File: config.mk
export PLATFORM = sky130hd
export DESIGN_NAME = nvi_ctrl
export DESIGN_NICKNAME = d
export VERILOG_FILES = /design/src/hdl/nvi_pkg.sv /design/src/hdl/nvi_ctrl.sv
export SDC_FILE = /design/constraint.sdc
export NUM_CORES = 1
export LEC_CHECK = 0
export ABC_AREA = 1
export BUFFER_PORTS_ARGS = -buffer_cell sky130_fd_sc_hd__buf_2
export CAP_MARGIN = 20
export CORE_ASPECT_RATIO = 0.7
export CORE_UTILIZATION = 40
export DETAILED_ROUTE_END_ITERATION = 8
export PLACE_DENSITY = 0.64
export SYNTH_ARGS = -nofsm -noshare
export SYNTH_HDL_FRONTEND = slang
export SYNTH_SLANG_ARGS = --single-unit
File: constraint.sdc
create_clock -name clk -period 3.6 [get_ports clk]
set_clock_uncertainty 0.15 [all_clocks]
set_input_delay 0.18 -clock clk [delete_from_list [all_inputs] [get_ports clk]]
set_output_delay 0.18 -clock clk [all_outputs]
set_load 0.005 [all_outputs]
File: src/hdl/nvi_pkg.sv
// shared types, constants and helpers for the neville interpolator
package nvi_pkg;

  localparam int unsigned DATA_W         = 32;
  localparam int unsigned MAX_POINTS_DEF = 8;
  localparam int unsigned PC_W           = 4;
  localparam logic [PC_W-1:0] PC_RESET   = 4'd4;
  localparam int unsigned SLOT_W         = 3;
  localparam int unsigned REG_POINT_COUNT = 0;

  // controller to datapath commands
  typedef struct packed {
    logic load;
    logic start;
    logic srch;
    logic init;
    logic rd_a;
    logic rd_b;
    logic rd_c;
    logic zero;
    logic mul;
    logic mul_hl;
    logic div_start;
    logic wr_d;
    logic wr_c;
    logic y_upd;
    logic out_load;
  } nvi_cmd_t;

  // datapath to controller status
  typedef struct packed {
    logic den_zero;
    logic div_done;
    logic div_busy;
  } nvi_sts_t;

  // saturate a 33-bit signed value into 32 bits
  function automatic logic [DATA_W-1:0] sat33(input logic [DATA_W:0] v);
    logic [DATA_W-1:0] r;
    if (v[DATA_W] != v[DATA_W-1]) begin
      r = v[DATA_W] ? {1'b1, {(DATA_W-1){1'b0}}} : {1'b0, {(DATA_W-1){1'b1}}};
    end else begin
      r = v[DATA_W-1:0];
    end
    return r;
  endfunction

  function automatic logic ovf33(input logic [DATA_W:0] v);
    return v[DATA_W] ^ v[DATA_W-1];
  endfunction

endpackage

File: src/hdl/nvi_ctrl.sv
// controller: sequences search, tableau updates and result hand-off
module nvi_ctrl
  import nvi_pkg::*;
#(
  parameter int unsigned MAX_POINTS = MAX_POINTS_DEF
) (
  input  logic                          clk,
  input  logic                          rst_n,
  input  logic [PC_W-1:0]               point_count,
  input  logic                          in_valid,
  input  logic                          in_req_type,
  output logic                          in_ready,
  output logic                          out_valid,
  input  logic                          out_ready,
  input  nvi_sts_t                      sts,
  output nvi_cmd_t                      cmd,
  output logic [$clog2(MAX_POINTS)-1:0] idx,
  output logic [$clog2(MAX_POINTS)-1:0] m_idx
);

  localparam int unsigned IW = $clog2(MAX_POINTS);
  localparam int unsigned CW = $clog2(MAX_POINTS + 1);

  localparam logic [3:0] S_IDLE = 4'd0;
  localparam logic [3:0] S_SRCH = 4'd1;
  localparam logic [3:0] S_INIT = 4'd2;
  localparam logic [3:0] S_RDA  = 4'd3;
  localparam logic [3:0] S_RDB  = 4'd4;
  localparam logic [3:0] S_RDC  = 4'd5;
  localparam logic [3:0] S_CHK  = 4'd6;
  localparam logic [3:0] S_MULD = 4'd7;
  localparam logic [3:0] S_DVSD = 4'd8;
  localparam logic [3:0] S_DVWD = 4'd9;
  localparam logic [3:0] S_MULC = 4'd10;
  localparam logic [3:0] S_DVSC = 4'd11;
  localparam logic [3:0] S_DVWC = 4'd12;
  localparam logic [3:0] S_YUPD = 4'd13;
  localparam logic [3:0] S_DONE = 4'd14;

  logic [3:0]    state_r, state_nxt;
  logic [IW-1:0] i_r, i_nxt, m_r, m_nxt;
  logic [CW-1:0] n_r, n_nxt;
  logic          ov_r, ov_nxt;
  logic [PC_W:0] pc_ext;
  logic          accept;

  assign pc_ext = {1'b0, point_count};
  always_comb begin
    if (point_count == '0)                         n_nxt = CW'(1);
    else if (pc_ext > (PC_W+1)'(MAX_POINTS))      n_nxt = CW'(MAX_POINTS);
    else                                           n_nxt = CW'(point_count);
  end

  assign in_ready = (state_r == S_IDLE);
  assign accept   = in_valid && in_ready;

  always_comb begin
    state_nxt = state_r;
    i_nxt     = i_r;
    m_nxt     = m_r;
    ov_nxt    = ov_r;
    cmd       = '0;
    if (ov_r && out_ready) ov_nxt = 1'b0;
    unique case (state_r)
      S_IDLE: begin
        if (accept && !in_req_type) begin
          cmd.load = 1'b1;
        end else if (accept) begin
          cmd.start = 1'b1;
          i_nxt     = IW'(1);
          state_nxt = (n_nxt == CW'(1)) ? S_INIT : S_SRCH;
        end
      end
      S_SRCH: begin
        cmd.srch = 1'b1;
        i_nxt    = i_r + IW'(1);
        if (CW'(i_r) + CW'(1) == n_r) state_nxt = S_INIT;
      end
      S_INIT: begin
        cmd.init  = 1'b1;
        i_nxt     = '0;
        m_nxt     = IW'(1);
        state_nxt = (n_r == CW'(1)) ? S_DONE : S_RDA;
      end
      S_RDA: begin
        cmd.rd_a  = 1'b1;
        state_nxt = S_RDB;
      end
      S_RDB: begin
        cmd.rd_b  = 1'b1;
        state_nxt = S_RDC;
      end
      S_RDC: begin
        cmd.rd_c  = 1'b1;
        state_nxt = S_CHK;
      end
      S_CHK: begin
        if (sts.den_zero) begin
          cmd.zero = 1'b1;
          if (CW'(i_r) + CW'(m_r) + CW'(1) < n_r) begin
            i_nxt     = i_r + IW'(1);
            state_nxt = S_RDA;
          end else begin
            state_nxt = S_YUPD;
          end
        end else begin
          state_nxt = S_MULD;
        end
      end
      S_MULD: begin
        cmd.mul   = 1'b1;
        state_nxt = S_DVSD;
      end
      S_DVSD: begin
        cmd.div_start = 1'b1;
        state_nxt     = S_DVWD;
      end
      S_DVWD: begin
        if (sts.div_done) begin
          cmd.wr_d  = 1'b1;
          state_nxt = S_MULC;
        end
      end
      S_MULC: begin
        cmd.mul    = 1'b1;
        cmd.mul_hl = 1'b1;
        state_nxt  = S_DVSC;
      end
      S_DVSC: begin
        cmd.div_start = 1'b1;
        state_nxt     = S_DVWC;
      end
      S_DVWC: begin
        if (sts.div_done) begin
          cmd.wr_c = 1'b1;
          if (CW'(i_r) + CW'(m_r) + CW'(1) < n_r) begin
            i_nxt     = i_r + IW'(1);
            state_nxt = S_RDA;
          end else begin
            state_nxt = S_YUPD;
          end
        end
      end
      S_YUPD: begin
        cmd.y_upd = 1'b1;
        i_nxt     = '0;
        m_nxt     = m_r + IW'(1);
        state_nxt = (CW'(m_r) + CW'(1) < n_r) ? S_RDA : S_DONE;
      end
      S_DONE: begin
        if (!ov_r || out_ready) begin
          cmd.out_load = 1'b1;
          ov_nxt       = 1'b1;
          state_nxt    = S_IDLE;
        end
      end
      default: begin
        state_nxt = S_IDLE;
      end
    endcase
  end

  always_ff @(posedge clk) begin
    if (!rst_n) begin
      state_r <= S_IDLE;
      ov_r    <= 1'b0;
      i_r     <= '0;
      m_r     <= '0;
      n_r     <= CW'(1);
    end else begin
      state_r <= state_nxt;
      ov_r    <= ov_nxt;
      i_r     <= i_nxt;
      m_r     <= m_nxt;
      if (cmd.start) n_r <= n_nxt;
    end
  end

  assign out_valid = ov_r;
  assign idx       = i_r;
  assign m_idx     = m_r;

endmodule

== Yosys cells after proc, flatten, opt, wreduce, memory -nomap -nowiden ==
Cells that the tools add are included.
Operators by class
  reduce and logical (&&, ||, !) cells: 15
  shifts and indexed selects: 0
  add/sub/neg operators: 6
  bitwise operators: 0
  $mul: 0
  equality and inequality tests: 24
  div/mod/pow operators: 0
  muxes and demuxes: 44
  magnitude comparators: 3
Operator list (number)
  4-bit case mux with 15 select lines: 1
  4-bit 2-to-1 mux: 12
  4-bit equality test (second input constant): 7
  1-bit 2-to-1 mux: 22
  4-bit by 3-bit equality test with 1-bit output (second input constant): 4
  3-bit 2-to-1 mux: 5
  3-bit case mux with 5 select lines: 1
  4-bit by 1-bit equality test with 1-bit output (second input constant): 3
  2-bit inequality test (second input constant): 6
  3-bit by 1-bit adder with 4-bit output (second input constant): 2
  4-bit by 2-bit equality test with 1-bit output (second input constant): 2
  4-bit zero test: 2
  4-bit < comparator: 2
  3-bit by 1-bit adder with 3-bit output (second input constant): 2
  3-bit case mux with 2 select lines: 1
  6-bit AND reduction: 1
  2-bit OR reduction: 3
  5-bit AND reduction: 1
  5-bit nonzero test: 1
  3-bit by 3-bit adder with 4-bit output: 1
  4-bit by 1-bit adder with 4-bit output (second input constant): 1
  4-bit equality test: 1
  4-bit greater-than comparator (second input constant): 1
  2-bit 2-to-1 mux: 2
  other kinds (5): 8
Word-level totals
  register bits: 15
  memories: 0
  latch bits: 0
  RAM bits: 0
  output and inout port bits: 23
  bits in read-only memories: 0
  word-level logic and storage cells: 97

== Logic depth before layout (Yosys ltp) ==
Gate-level depths: netlist of run 1.
  depth in word-level cells: 8
  depth in mapped cells: 15
  gate-level depth less buffers: 15

== Worst setup path before layout of run 1 ==
Ideal clock, no wire load.
  kind: register to register
  start point: register i_r[0] (netlist: idx[0])
  end point: register i_r[0] (netlist: idx[0])
  period minus slack after synthesis: 2394 ps
  buffers on the path: 0
  arrival: 2131 ps
  cell stages (with the launch flop): 14
  path slack: 1206 ps
  path through: dfxtp_1 inv_1 ha_1 fa_1 inv_1 ha_1 nand2_1 nand2_1 nand2_1 nand2_1 a21oi_2 nand3_2 nor2_1 nor2_1
On the way
  word-level cells in the longest chain between the ends: 6
  elaborated cells between the ends (all ways): 8
RTL lines
  start: declaration: RTL line nvi_ctrl.sv:41  | logic [IW-1:0] i_r, i_nxt, m_r, m_nxt;
  start signal: assignment: RTL line nvi_ctrl.sv:173  | i_r <= i_nxt;
  3-bit by 3-bit adder with 4-bit output: RTL line nvi_ctrl.sv:100, nvi_ctrl.sv:136
  4-bit by 1-bit adder with 4-bit output: RTL line nvi_ctrl.sv:100, nvi_ctrl.sv:136
  4-bit < comparator: RTL line nvi_ctrl.sv:100, nvi_ctrl.sv:136
  3-bit 2-to-1 mux: RTL line nvi_ctrl.sv:100, nvi_ctrl.sv:136
  3-bit 2-to-1 mux, on equally long branches: RTL line nvi_ctrl.sv:134, nvi_ctrl.sv:98
  3-bit case mux with 5 select lines *: RTL line nvi_ctrl.sv:64  | unique case (state_r)
Every way passes the cells marked *; elsewhere a longest branch is shown, timed or not. The select of a mux whose other input is x is not followed.
A chain may end at the register's enable or synchronous reset.

== Final worst setup path of run 1 ==
Same ends and word-level chain as after synthesis.

==> results of run 1 <==
[area by class of cell]
cell class / count / share of cell area
Clock buffer: 3 / 0.02466
Clock inverter: 1 / 0.004484
Inverter: 36 / 0.08072
Multi-Input combinational cell: 180 / 0.5650
Sequential cell: 15 / 0.1794
Tap cell: 47 / 0.03513
Timing Repair Buffer: 35 / 0.1106
[worst max-delay path, delay by kind of cell, from the launching register on]
family          cells  cell delay (ns)
buf+inv             2             0.14
compound gates      1             0.16
fa+ha+maj           3             0.90
simple gates        7             0.62
flops               1             0.48
xor+xnor            1             0.14
[cell usage after synthesis, drive strengths merged]
| cell type | n | area, sq um |
|---|---|---|
| nand4 | 3 | 18.77 |
| and2 | 1 | 6.260 |
| nand2 | 86 | 352.8 |
| nand3 | 16 | 85.08 |
| inv | 36 | 135.1 |
| a21oi | 15 | 82.58 |
| clkbuf | 1 | 3.750 |
| nor3 | 3 | 15.01 |
| a211oi | 2 | 15.01 |
| nor3b | 1 | 7.510 |
| dfxtp | 15 | 300.3 |
| nor2 | 32 | 145.1 |
| o211ai | 1 | 7.510 |
| o21ai | 4 | 20.02 |
| fa | 1 | 20.02 |
| xor2 | 1 | 8.760 |
| ha | 11 | 137.6 |
| o22ai | 1 | 6.260 |
| xnor2 | 2 | 17.52 |
[flip-flops by register name, indices dropped and copies added, names as in the netlist]
register / cells
n_r: 4
idx: 3
state_r: 4
m_idx: 3
out_valid: 1
[power groups by stage]
stage                     logic (mW)  registers (mW)  clock network, mW
after global routing           0.744           0.265              0.161
after CTS                      0.645           0.257              0.156
after floorplan                0.483           0.249                  0
final                          0.647           0.259              0.152
after global placement         0.626           0.261                  0
after detailed placement       0.636           0.262                  0
[stage by stage]
stage / util / instances / power [mW]
finish: 0.5178 / 317 / 1.058
CTS: 0.5178 / 317 / 1.058
detailed placement: 0.4965 / 311 / 0.8977
global placement: 0.4965 / 311 / 0.8866
global route: 0.5178 / 317 / 1.170
floorplan: - / 232 / 0.7320
[routing by layer]
metal	global-route usage	wire length [um]	vias up	part of all wire
met5	0	0	-	0
met4	0.05882	38	0	0.010
met3	0.04734	186	5	0.051
met2	0.3396	1480	37	0.41
met1	0.3095	1937	683	0.53
li1	-	-	806	-
[logic make-up after synthesis]
group,share of synthesized area
AOI/OAI and AO/OA,0.09485
xor gates and xnor gates,0.01897
adders and majority gates,0.1138
buffers and inverters,0.1003
DFF,0.2168
and+or+nand+nor,0.4553
[path summary, 6_finish.rpt]
path	to	slack, ns	depth (start not counted)
setup / recovery	idx[0]	0.95	14
hold / removal	n_r[2]	0.02	3
setup reg to reg	idx[0]	0.95	14
hold reg to reg	n_r[1]	0.34	2
==> flow_summary_export.csv, run 1 <==
group,metric,value,unit
status,status,"finished clean",
floorplanning,fp.coreArea,3233,sq um
clock_tree,cts_tree,"done",
synth,netlist_area,1385,sq um
setup_path,crit_start,"idx[0]",
synth,avgSynthCellArea,5.970,sq um
clock_tree,clkSinkCount,15,
place,pre_cts_ws,0.9728,ns
floorplanning,die_h,51.23,um
job,max_cap_violations,0,
cells_and_area,multi_input_area,945.9,sq um
synth,yosysSeqAreaShare,0.2168,
floorplanning,die_area,3705,sq um
clock_tree,cts_root_buf,"clkbuf_8",
pwr,switching_share,0.5155,
grt,antenna_found_initial,0,
cells_and_area,nets,295,
setup_path,cp_slowest_cell,"dfxtp_1",
pwr,p_leak,0.9211,nW
pwr,power.net_switching,545.5,uW
grt,grt_pass1_vias,1357,
clock_tree,post_cts_buffers,0,
setup_path,worstPathMaxFanout,7,
setup_path,crit_chain,"inv_1 > ha_1 > fa_1 > xnor2_1 > ha_1 > nand2_1 > inv_1 > nand2_1 > nand2_1 > a21oi_2 > nand3_2 > nand2_1 > nand2_1 > nor2_1",
timing,grt_setup_unrepaired,"false",
hold_path,hold_path.class,"input port to flip-flop",
timing,setup_ws,0.9459,ns
clock_tree,clock_path_buffers,2,
grt,grt_pass1_wl,6127,um
grt,grt.overflow.total,0,
floorplanning,num_rows,17,
floorplanning,die_width,72.33,um
timing,tns,0,ns
pwr,peakVddDrop,0.2849,mV
place,io_buffers,33,
route,vias_per_cell,4.830,
timing,max_freq,376.8,MHz
pwr,p_per_area,632.0,nW/um^2
floorplanning,boundaryPins,35,
setup_path,start_kind,"flip-flop",
setup_path,reg2reg_from,"idx[0]",
setup_path,slowest_delay,0.48,ns
clock_tree,numCtsBuffers,3,
place,place_congestion,0.8780,
synth,ys_ff_latch,15,
timing,whs,0.01969,ns
cells_and_area,final_cell_area,1674,sq um
grt,grt_max_degree,12,
pwr,p_int,512.6,uW
setup_path,arrival,2.71,ns
timing,setup_viol,0,
synth,syn_nets,256,
cells_and_area,fillers,374,
cells_and_area,layout_commonest_cell,"nand2_1",
clock_tree,cts-htree-levels,1,
setup_path,worstPathRequired,3.66,ns
synth,synth_cells,232,
timing,hold_viol,0,
route,vias,1531,
pwr,power_frac_seq,0.245,
pwr,combPwrFrac,0.611,
cells_and_area,drive_above_1_share,0.2074,
cells_and_area,n_antenna_cell,0,
setup_path,endpoint_kind,"flip-flop",
clock_tree,cts_resized,0,
hold_path,hold_path.startpoint,"point_count[2]",
setup_path,critical_path_class,"flip-flop to flip-flop",
synth,ys_types,26,
grt,track_usage,0.2205,
synth,ys_warn_count,0,
route,wl_per_cell,11.49,um
timing,period_share,0.7372,
place,hpwl,2924,um
timing,worstMarginPinSlew,0.4293,ns
timing,slew_headroom,0.7135,
route,drtIter0Drc,58,
setup_path,crit_top_cell,"nand2_1",
route,drcViolationCount,0,
cells_and_area,areaGrowthSynthToFinish,20.87,%
clock_tree,insertion_delay,0.26,ns
cells_and_area,seqCellArea,300.3,sq um
clock_tree,clk_pin_slew,0.07,ns
route,totalWireLength,3641,um
timing,slew_violations,0,
cells_and_area,final_cell_mix,"nand2_1 (80), buf_2 (33), inv_1 (32), nor2_1 (26)",
clock_tree,hold_buffers,2,
pwr,power.share.clock,0.144,
route,ant_nets,0,
floorplanning,start_util,0.4284,
route,dr.pass1.iters,4,
timing,finalCriticalPeriod,2.654,ns
place,placed_cell_area,1605,sq um
(Power assumes the default switching activity.)
==> run 2: changes to the inputs <==
--- a/config.mk
+++ b/config.mk
@@ -11,7 +11,7 @@
 export CORE_ASPECT_RATIO = 0.7
 export CORE_UTILIZATION = 40
 export DETAILED_ROUTE_END_ITERATION = 8
-export PLACE_DENSITY = 0.64
+export PLACE_DENSITY = 0.66
 export SYNTH_ARGS = -nofsm -noshare
 export SYNTH_HDL_FRONTEND = slang
 export SYNTH_SLANG_ARGS = --single-unit
==> constraint.sdc (replaced) <==
create_clock -name clk -period 2.3 [get_ports clk]
set_clock_uncertainty 0.15 [all_clocks]
set_input_delay 0.115 -clock clk [delete_from_list [all_inputs] [get_ports clk]]
set_output_delay 0.115 -clock clk [all_outputs]
set_load 0.005 [all_outputs]
==> run 2 against run 1 <==
Against the previous run: the flow now finishes with violations (negative hold slack, negative setup slack); non-clock buffer count is 16 higher; fmax rose by 10%; hold slack worse by 0.044 ns; first-iteration DRC count increased by 57%; global-route usage up 0.38 points; final area increased by 12%; cell count is 5.0% higher; worst setup slack got worse by 1.1 ns; clock power is 55% higher; via count is 4.5% higher; sequential share of layout area decreased by 1.6 points; wire length increased by 7.9%; critical endpoint is now state_r[3]; largest power group unchanged; highest routed layer unchanged.
==> flow_summary_export.csv, run 2 (synthesis results as in run 1) <==
group,metric,value,unit
setup_path,cp_slowest_cell,"fa_2",
setup_path,endpoint_kind,"flip-flop",
route,vias,1600,
cells_and_area,final_cell_mix,"nand2_1 (75), buf_2 (33), inv_1 (29), nor2_1 (25)",
timing,period_share,1.049,
route,wl_per_cell,11.79,um
cells_and_area,layout_commonest_cell,"nand2_1",
pwr,p_per_area,1095,nW/um^2
pwr,p_leak,1.014,nW
clock_tree,clock_path_buffers,2,
clock_tree,cts_tree,"done",
floorplanning,num_rows,17,
pwr,switching_share,0.4894,
pwr,combPwrFrac,0.698,
timing,slew_headroom,0.7181,
clock_tree,cts_root_buf,"clkbuf_8",
pwr,power.net_switching,1.006,mW
grt,grt_max_degree,12,
status,status,"finished, violations left",
status,violations,"negative hold slack, negative setup slack",
pwr,power_frac_seq,0.188,
route,totalWireLength,3927,um
cells_and_area,top_regs,"n_r: 4 flops, state_r: 4 flops",
clock_tree,clkSinkCount,15,
timing,setup_ws,-0.1135,ns
setup_path,worstPathRequired,2.28,ns
route,drcViolationCount,0,
floorplanning,die_width,72.33,um
floorplanning,boundaryPins,35,
setup_path,worstPathMaxFanout,4,
place,dp.cells,321,
place,place_congestion,0.9050,
floorplanning,die_h,51.23,um
grt,grt.overflow.total,0,
place,io_buffers,33,
timing,tns,-0.4682,ns
clock_tree,clk_pin_slew,0.07,ns
timing,max_freq,414.3,MHz
pwr,power.share.clock,0.115,
floorplanning,start_util,0.4284,
timing,whs,-0.02426,ns
route,drtIter0Drc,91,
hold_path,min_delay_path_depth,3,
cells_and_area,areaGrowthSynthToFinish,35.59,%
setup_path,critical_path_class,"flip-flop to flip-flop",
timing,setup_viol,6,
cells_and_area,final_cells,333,
timing,finalCriticalPeriod,2.413,ns
setup_path,arrival,2.39,ns
setup_path,ff2ff_path_depth,14,
grt,antenna_found_initial,0,
cells_and_area,nets,311,
hold_path,hold_path.class,"input port to flip-flop",
floorplanning,die_area,3705,sq um
grt,track_usage,0.2243,
clock_tree,insertion_delay,0.26,ns
timing,hold_viol,2,
route,vias_per_cell,4.805,
place,hpwl,2988,um
job,max_cap_violations,0,
setup_path,slowest_delay,0.54,ns
cells_and_area,fillers,337,
cells_and_area,drive_above_1_share,0.3077,
setup_path,crit_chain,"inv_2 > ha_4 > fa_2 > inv_2 > ha_4 > nand2_2 > nand2_2 > nand2_4 > nand2_4 > buf_4 > a21oi_2 > nand2_1 > nand2_1 > a21oi_1",
route,ant_nets,0,
grt,grt_pass1_wl,6285,um
setup_path,start_kind,"flip-flop",
cells_and_area,n_antenna_cell,0,
grt,grt_pass1_vias,1401,
pwr,peakVddDrop,0.5496,mV
route,dr.pass1.iters,4,
clock_tree,cts-htree-levels,1,
timing,grt_setup_unrepaired,"true",
timing,slew_violations,0,
timing,worstMarginPinSlew,0.4224,ns
floorplanning,fp.coreArea,3233,sq um
pwr,p_int,1.050,mW
clock_tree,numCtsBuffers,3,
cells_and_area,fin_util,0.5809,
## run 2: cell types whose count changed in the layout (fill, tap and decap cells not counted), sizes merged
cell / delta
dlygate4sd3: +3
buf: +13
## run 2: what timing repair did
action,CTS,global route
cloned,0,0
endpoints found under the setup margin,6,6
hold buffers,4,1
endpoints found under the hold margin,6,1
pin swaps,4,17
gates resized for setup,8,11
setup buffers,1,2
## run 2: cell type report
| cell class | count | area (sq um) | area share |
|---|---|---|---|
| clock buffer | 3 | 41.29 | 0.02199 |
| clock inverter | 1 | 7.507 | 0.003997 |
| inverter | 36 | 135.1 | 0.07195 |
| multi-input combinational | 180 | 1016 | 0.5410 |
| sequential | 15 | 306.5 | 0.1632 |
| tap | 47 | 58.81 | 0.03131 |
| timing repair buffer | 51 | 312.8 | 0.1666 |
## run 2: worst max-delay path, delay by kind of cell, from the launching register on
kind	cells	cell delay (ns)
AOI/OAI and AO/OA	2	0.18
and+or+nand+nor	6	0.44
adders and majority gates	3	0.93
DFF	1	0.34
buffers and inverters	3	0.24
## run 2: power by group through the flow
stage                     combinational [mW]  sequential (mW)  clock [mW]
final                                   1.44            0.386       0.235
after global routing                    1.60            0.391       0.249
after CTS                               1.21            0.383       0.241
after detailed placement                1.10            0.386           0
after global placement                  1.09            0.385           0
after floorplan                        0.766            0.396           0
## run 2: metal layers
metal  global-route usage  wire [um]  up-vias
met3              0.04734        282        2
met2               0.3458       1680       47
met4              0.02614         14        0
met1               0.3278       1949      711
met5                    0          0        -
li1                     -          -      840
## run 2: path summary, 6_finish.rpt
| check | from | slack [ns] | end |
|---|---|---|---|
| hold / removal | rst_n | -0.02 | idx[1] |
| setup reg to reg | m_idx[0] | -0.11 | state_r[3] |
| hold reg to reg | n_r[2] | 0.34 | n_r[2] |
| setup / recovery | m_idx[0] | -0.11 | state_r[3] |
## run 2: stage by stage
| stage | total power, mW | setup WS, ns | instance area (sq um) |
|---|---|---|---|
| finish | 2.056 | -0.1135 | 1878 |
| global route | 2.236 | -0.2259 | 1878 |
| CTS | 1.839 | -0.09831 | 1810 |
| detailed placement | 1.489 | -0.1177 | 1688 |
| global placement | 1.470 | -0.06271 | 1688 |
| floorplan | 1.162 | 0.01493 | 1393 |
==> run 3: changes to the inputs <==
--- a/config.mk
+++ b/config.mk
@@ -10,8 +10,10 @@
 export CAP_MARGIN = 20
 export CORE_ASPECT_RATIO = 0.7
 export CORE_UTILIZATION = 40
+export CTS_CLUSTER_DIAMETER = 30
 export DETAILED_ROUTE_END_ITERATION = 8
-export PLACE_DENSITY = 0.66
+export PLACE_DENSITY_LB_ADDON = 0.05
+export SKIP_CTS_REPAIR_TIMING = 1
 export SYNTH_ARGS = -nofsm -noshare
 export SYNTH_HDL_FRONTEND = slang
 export SYNTH_SLANG_ARGS = --single-unit
==> run 3 against run 2 <==
Against the previous run: the flow still finishes with violations (negative hold slack, negative setup slack); final area is 0.53% lower; sequential share of layout area hardly changed; cell count is 1.2% lower; fmax is 3.2% higher.
==> flow_summary_export.csv, run 3 (synthesis results as in run 1) <==
group,metric,value,unit
cells_and_area,top_regs,"n_r: 4 flops, state_r: 4 flops",
timing,period_share,1.016,
grt,grt_pass1_vias,1300,
timing,finalCriticalPeriod,2.338,ns
grt,track_usage,0.2295,
cells_and_area,final_cell_area,1868,sq um
setup_path,start_kind,"flip-flop",
timing,grt_setup_unrepaired,"true",
place,placed_cell_area,1680,sq um
grt,grt_pass1_wl,6348,um
grt,grt_max_degree,12,
floorplanning,die_h,51.23,um
cells_and_area,final_cell_mix,"nand2_1 (74), buf_2 (33), inv_1 (29), nor2_1 (24), nand3_1 (15)",
timing,max_freq,427.8,MHz
setup_path,critical_path_class,"flip-flop to flip-flop",
setup_path,endpoint_kind,"flip-flop",
floorplanning,boundaryPins,35,
route,totalWireLength,3777,um
pwr,combPwrFrac,0.691,
clock_tree,clk_pin_slew,0.07,ns
route,wl_per_cell,11.48,um
pwr,p_int,985.1,uW
pwr,p_per_area,1061,nW/um^2
pwr,p_leak,1.005,nW
cells_and_area,n_antenna_cell,0,
clock_tree,numCtsBuffers,3,
status,status,"finished, violations left",
route,dr.pass1.iters,4,
pwr,peakVddDrop,0.5106,mV
floorplanning,num_rows,17,
pwr,switching_share,0.5030,
pwr,power_frac_seq,0.193,
timing,worstMarginPinSlew,0.4498,ns
clock_tree,clock_path_buffers,2,
timing,hold_viol,4,
setup_path,arrival,2.38,ns
setup_path,slowest_delay,0.53,ns
setup_path,crit_top_cell,"nand2_2",
route,drcViolationCount,0,
cells_and_area,drive_above_1_share,0.3014,
setup_path,crit_chain,"inv_4 > ha_4 > fa_2 > inv_2 > ha_4 > nand2_2 > nand2_2 > nand2_4 > nand2_4 > a21oi_4 > nand3_4 > nand2_2 > nand2_1 > nor2_1",
cells_and_area,fillers,330,
grt,antenna_found_initial,0,
route,ant_nets,0,
timing,setup_ws,-0.03778,ns
clock_tree,insertion_delay,0.26,ns
timing,slew_violations,0,
clock_tree,cts_root_buf,"clkbuf_8",
setup_path,worstPathMaxFanout,6,
pwr,power.net_switching,997.1,uW
pwr,power.share.clock,0.117,
job,max_cap_violations,0,
place,place_congestion,0.8648,
cells_and_area,nets,307,
floorplanning,die_width,72.33,um
cells_and_area,fin_util,0.5778,
clock_tree,clkSinkCount,15,
setup_path,worstPathRequired,2.34,ns
timing,slew_headroom,0.6998,
place,io_buffers,33,
floorplanning,fp.coreArea,3233,sq um
route,vias_per_cell,4.699,
timing,setup_viol,3,
cells_and_area,areaGrowthSynthToFinish,34.87,%
hold_path,hold_path.class,"input port to flip-flop",
route,vias,1546,
place,hpwl,2980,um
grt,grt.overflow.total,0,
timing,whs,-0.05695,ns
cells_and_area,layout_commonest_cell,"nand2_1",
route,drtIter0Drc,81,
clock_tree,cts_tree,"done",
setup_path,cp_slowest_cell,"fa_2",
floorplanning,die_area,3705,sq um
floorplanning,start_util,0.4284,
status,violations,"negative hold slack, negative setup slack",
place,pre_cts_ws,-0.08679,ns
clock_tree,cts-htree-levels,1,
pwr,finalPower,1.982,mW
[run 3: changes by cell type in the layout (fill, tap and decap cells not counted), moves of 2 or more]
cell and delta:
nand3_2 -3, dlygate4sd3_1 -2, nand3_1 +2, a21oi_4 +2
a21oi_2 -3, buf_4 -2
[run 3: per-stage QoR]
| step | cells | TNS, ns |
|---|---|---|
| 2_1_floorplan | 232 | 0 |
| 4_1_cts | 324 | -0.4145 |
| 6_report | 329 | -0.07028 |
| 5_1_grt | 329 | -0.4951 |
| 3_5_place_dp | 320 | -0.3310 |
| 3_3_place_gp | 320 | -0.1938 |
[run 3: layout make-up]
class / instances / area (sq um) / share of cell area
clock buffer: 3 / 41.29 / 0.02210
clock inverter: 1 / 5.005 / 0.002679
inverter: 36 / 137.6 / 0.07368
multi-input combinational: 180 / 1042 / 0.5579
sequential: 15 / 305.3 / 0.1634
tap: 47 / 58.81 / 0.03148
timing repair buffer: 47 / 277.8 / 0.1487
[run 3: final timing paths]
check	cells after the start	endpoint	slack [ns]	start
worst min-delay path	2	n_r[0]	-0.06	rst_n
worst min register to register	2	n_r[1]	0.34	n_r[1]
worst max-delay path	14	idx[0]	-0.04	idx[0]
worst max register to register	14	idx[0]	-0.04	idx[0]
[run 3: power by group through the flow]
stage / combinational (mW) / sequential, mW / clock (mW)
final: 1.37 / 0.382 / 0.231
after global routing: 1.54 / 0.391 / 0.247
after CTS: 1.11 / 0.376 / 0.235
after detailed placement: 1.10 / 0.381 / 0
after global placement: 1.10 / 0.380 / 0
after floorplan: 0.766 / 0.396 / 0
[run 3: critical path: cells and delay by family, from the launching register on]
| family | cells | cell delay (ns) |
|---|---|---|
| AO/OA/AOI/OAI | 1 | 0.17 |
| adder cells (fa/ha/maj) | 3 | 0.90 |
| buffers and inverters | 2 | 0.08 |
| flip-flops | 1 | 0.36 |
| AND/OR/NAND/NOR | 8 | 0.60 |
[run 3: metal layers]
layer,vias up,track usage,routed length (um)
li1,828,-,-
met1,682,0.3658,2144
met2,32,0.3006,1444
met3,4,0.04142,157
met4,0,0.06863,31
met5,-,0,0
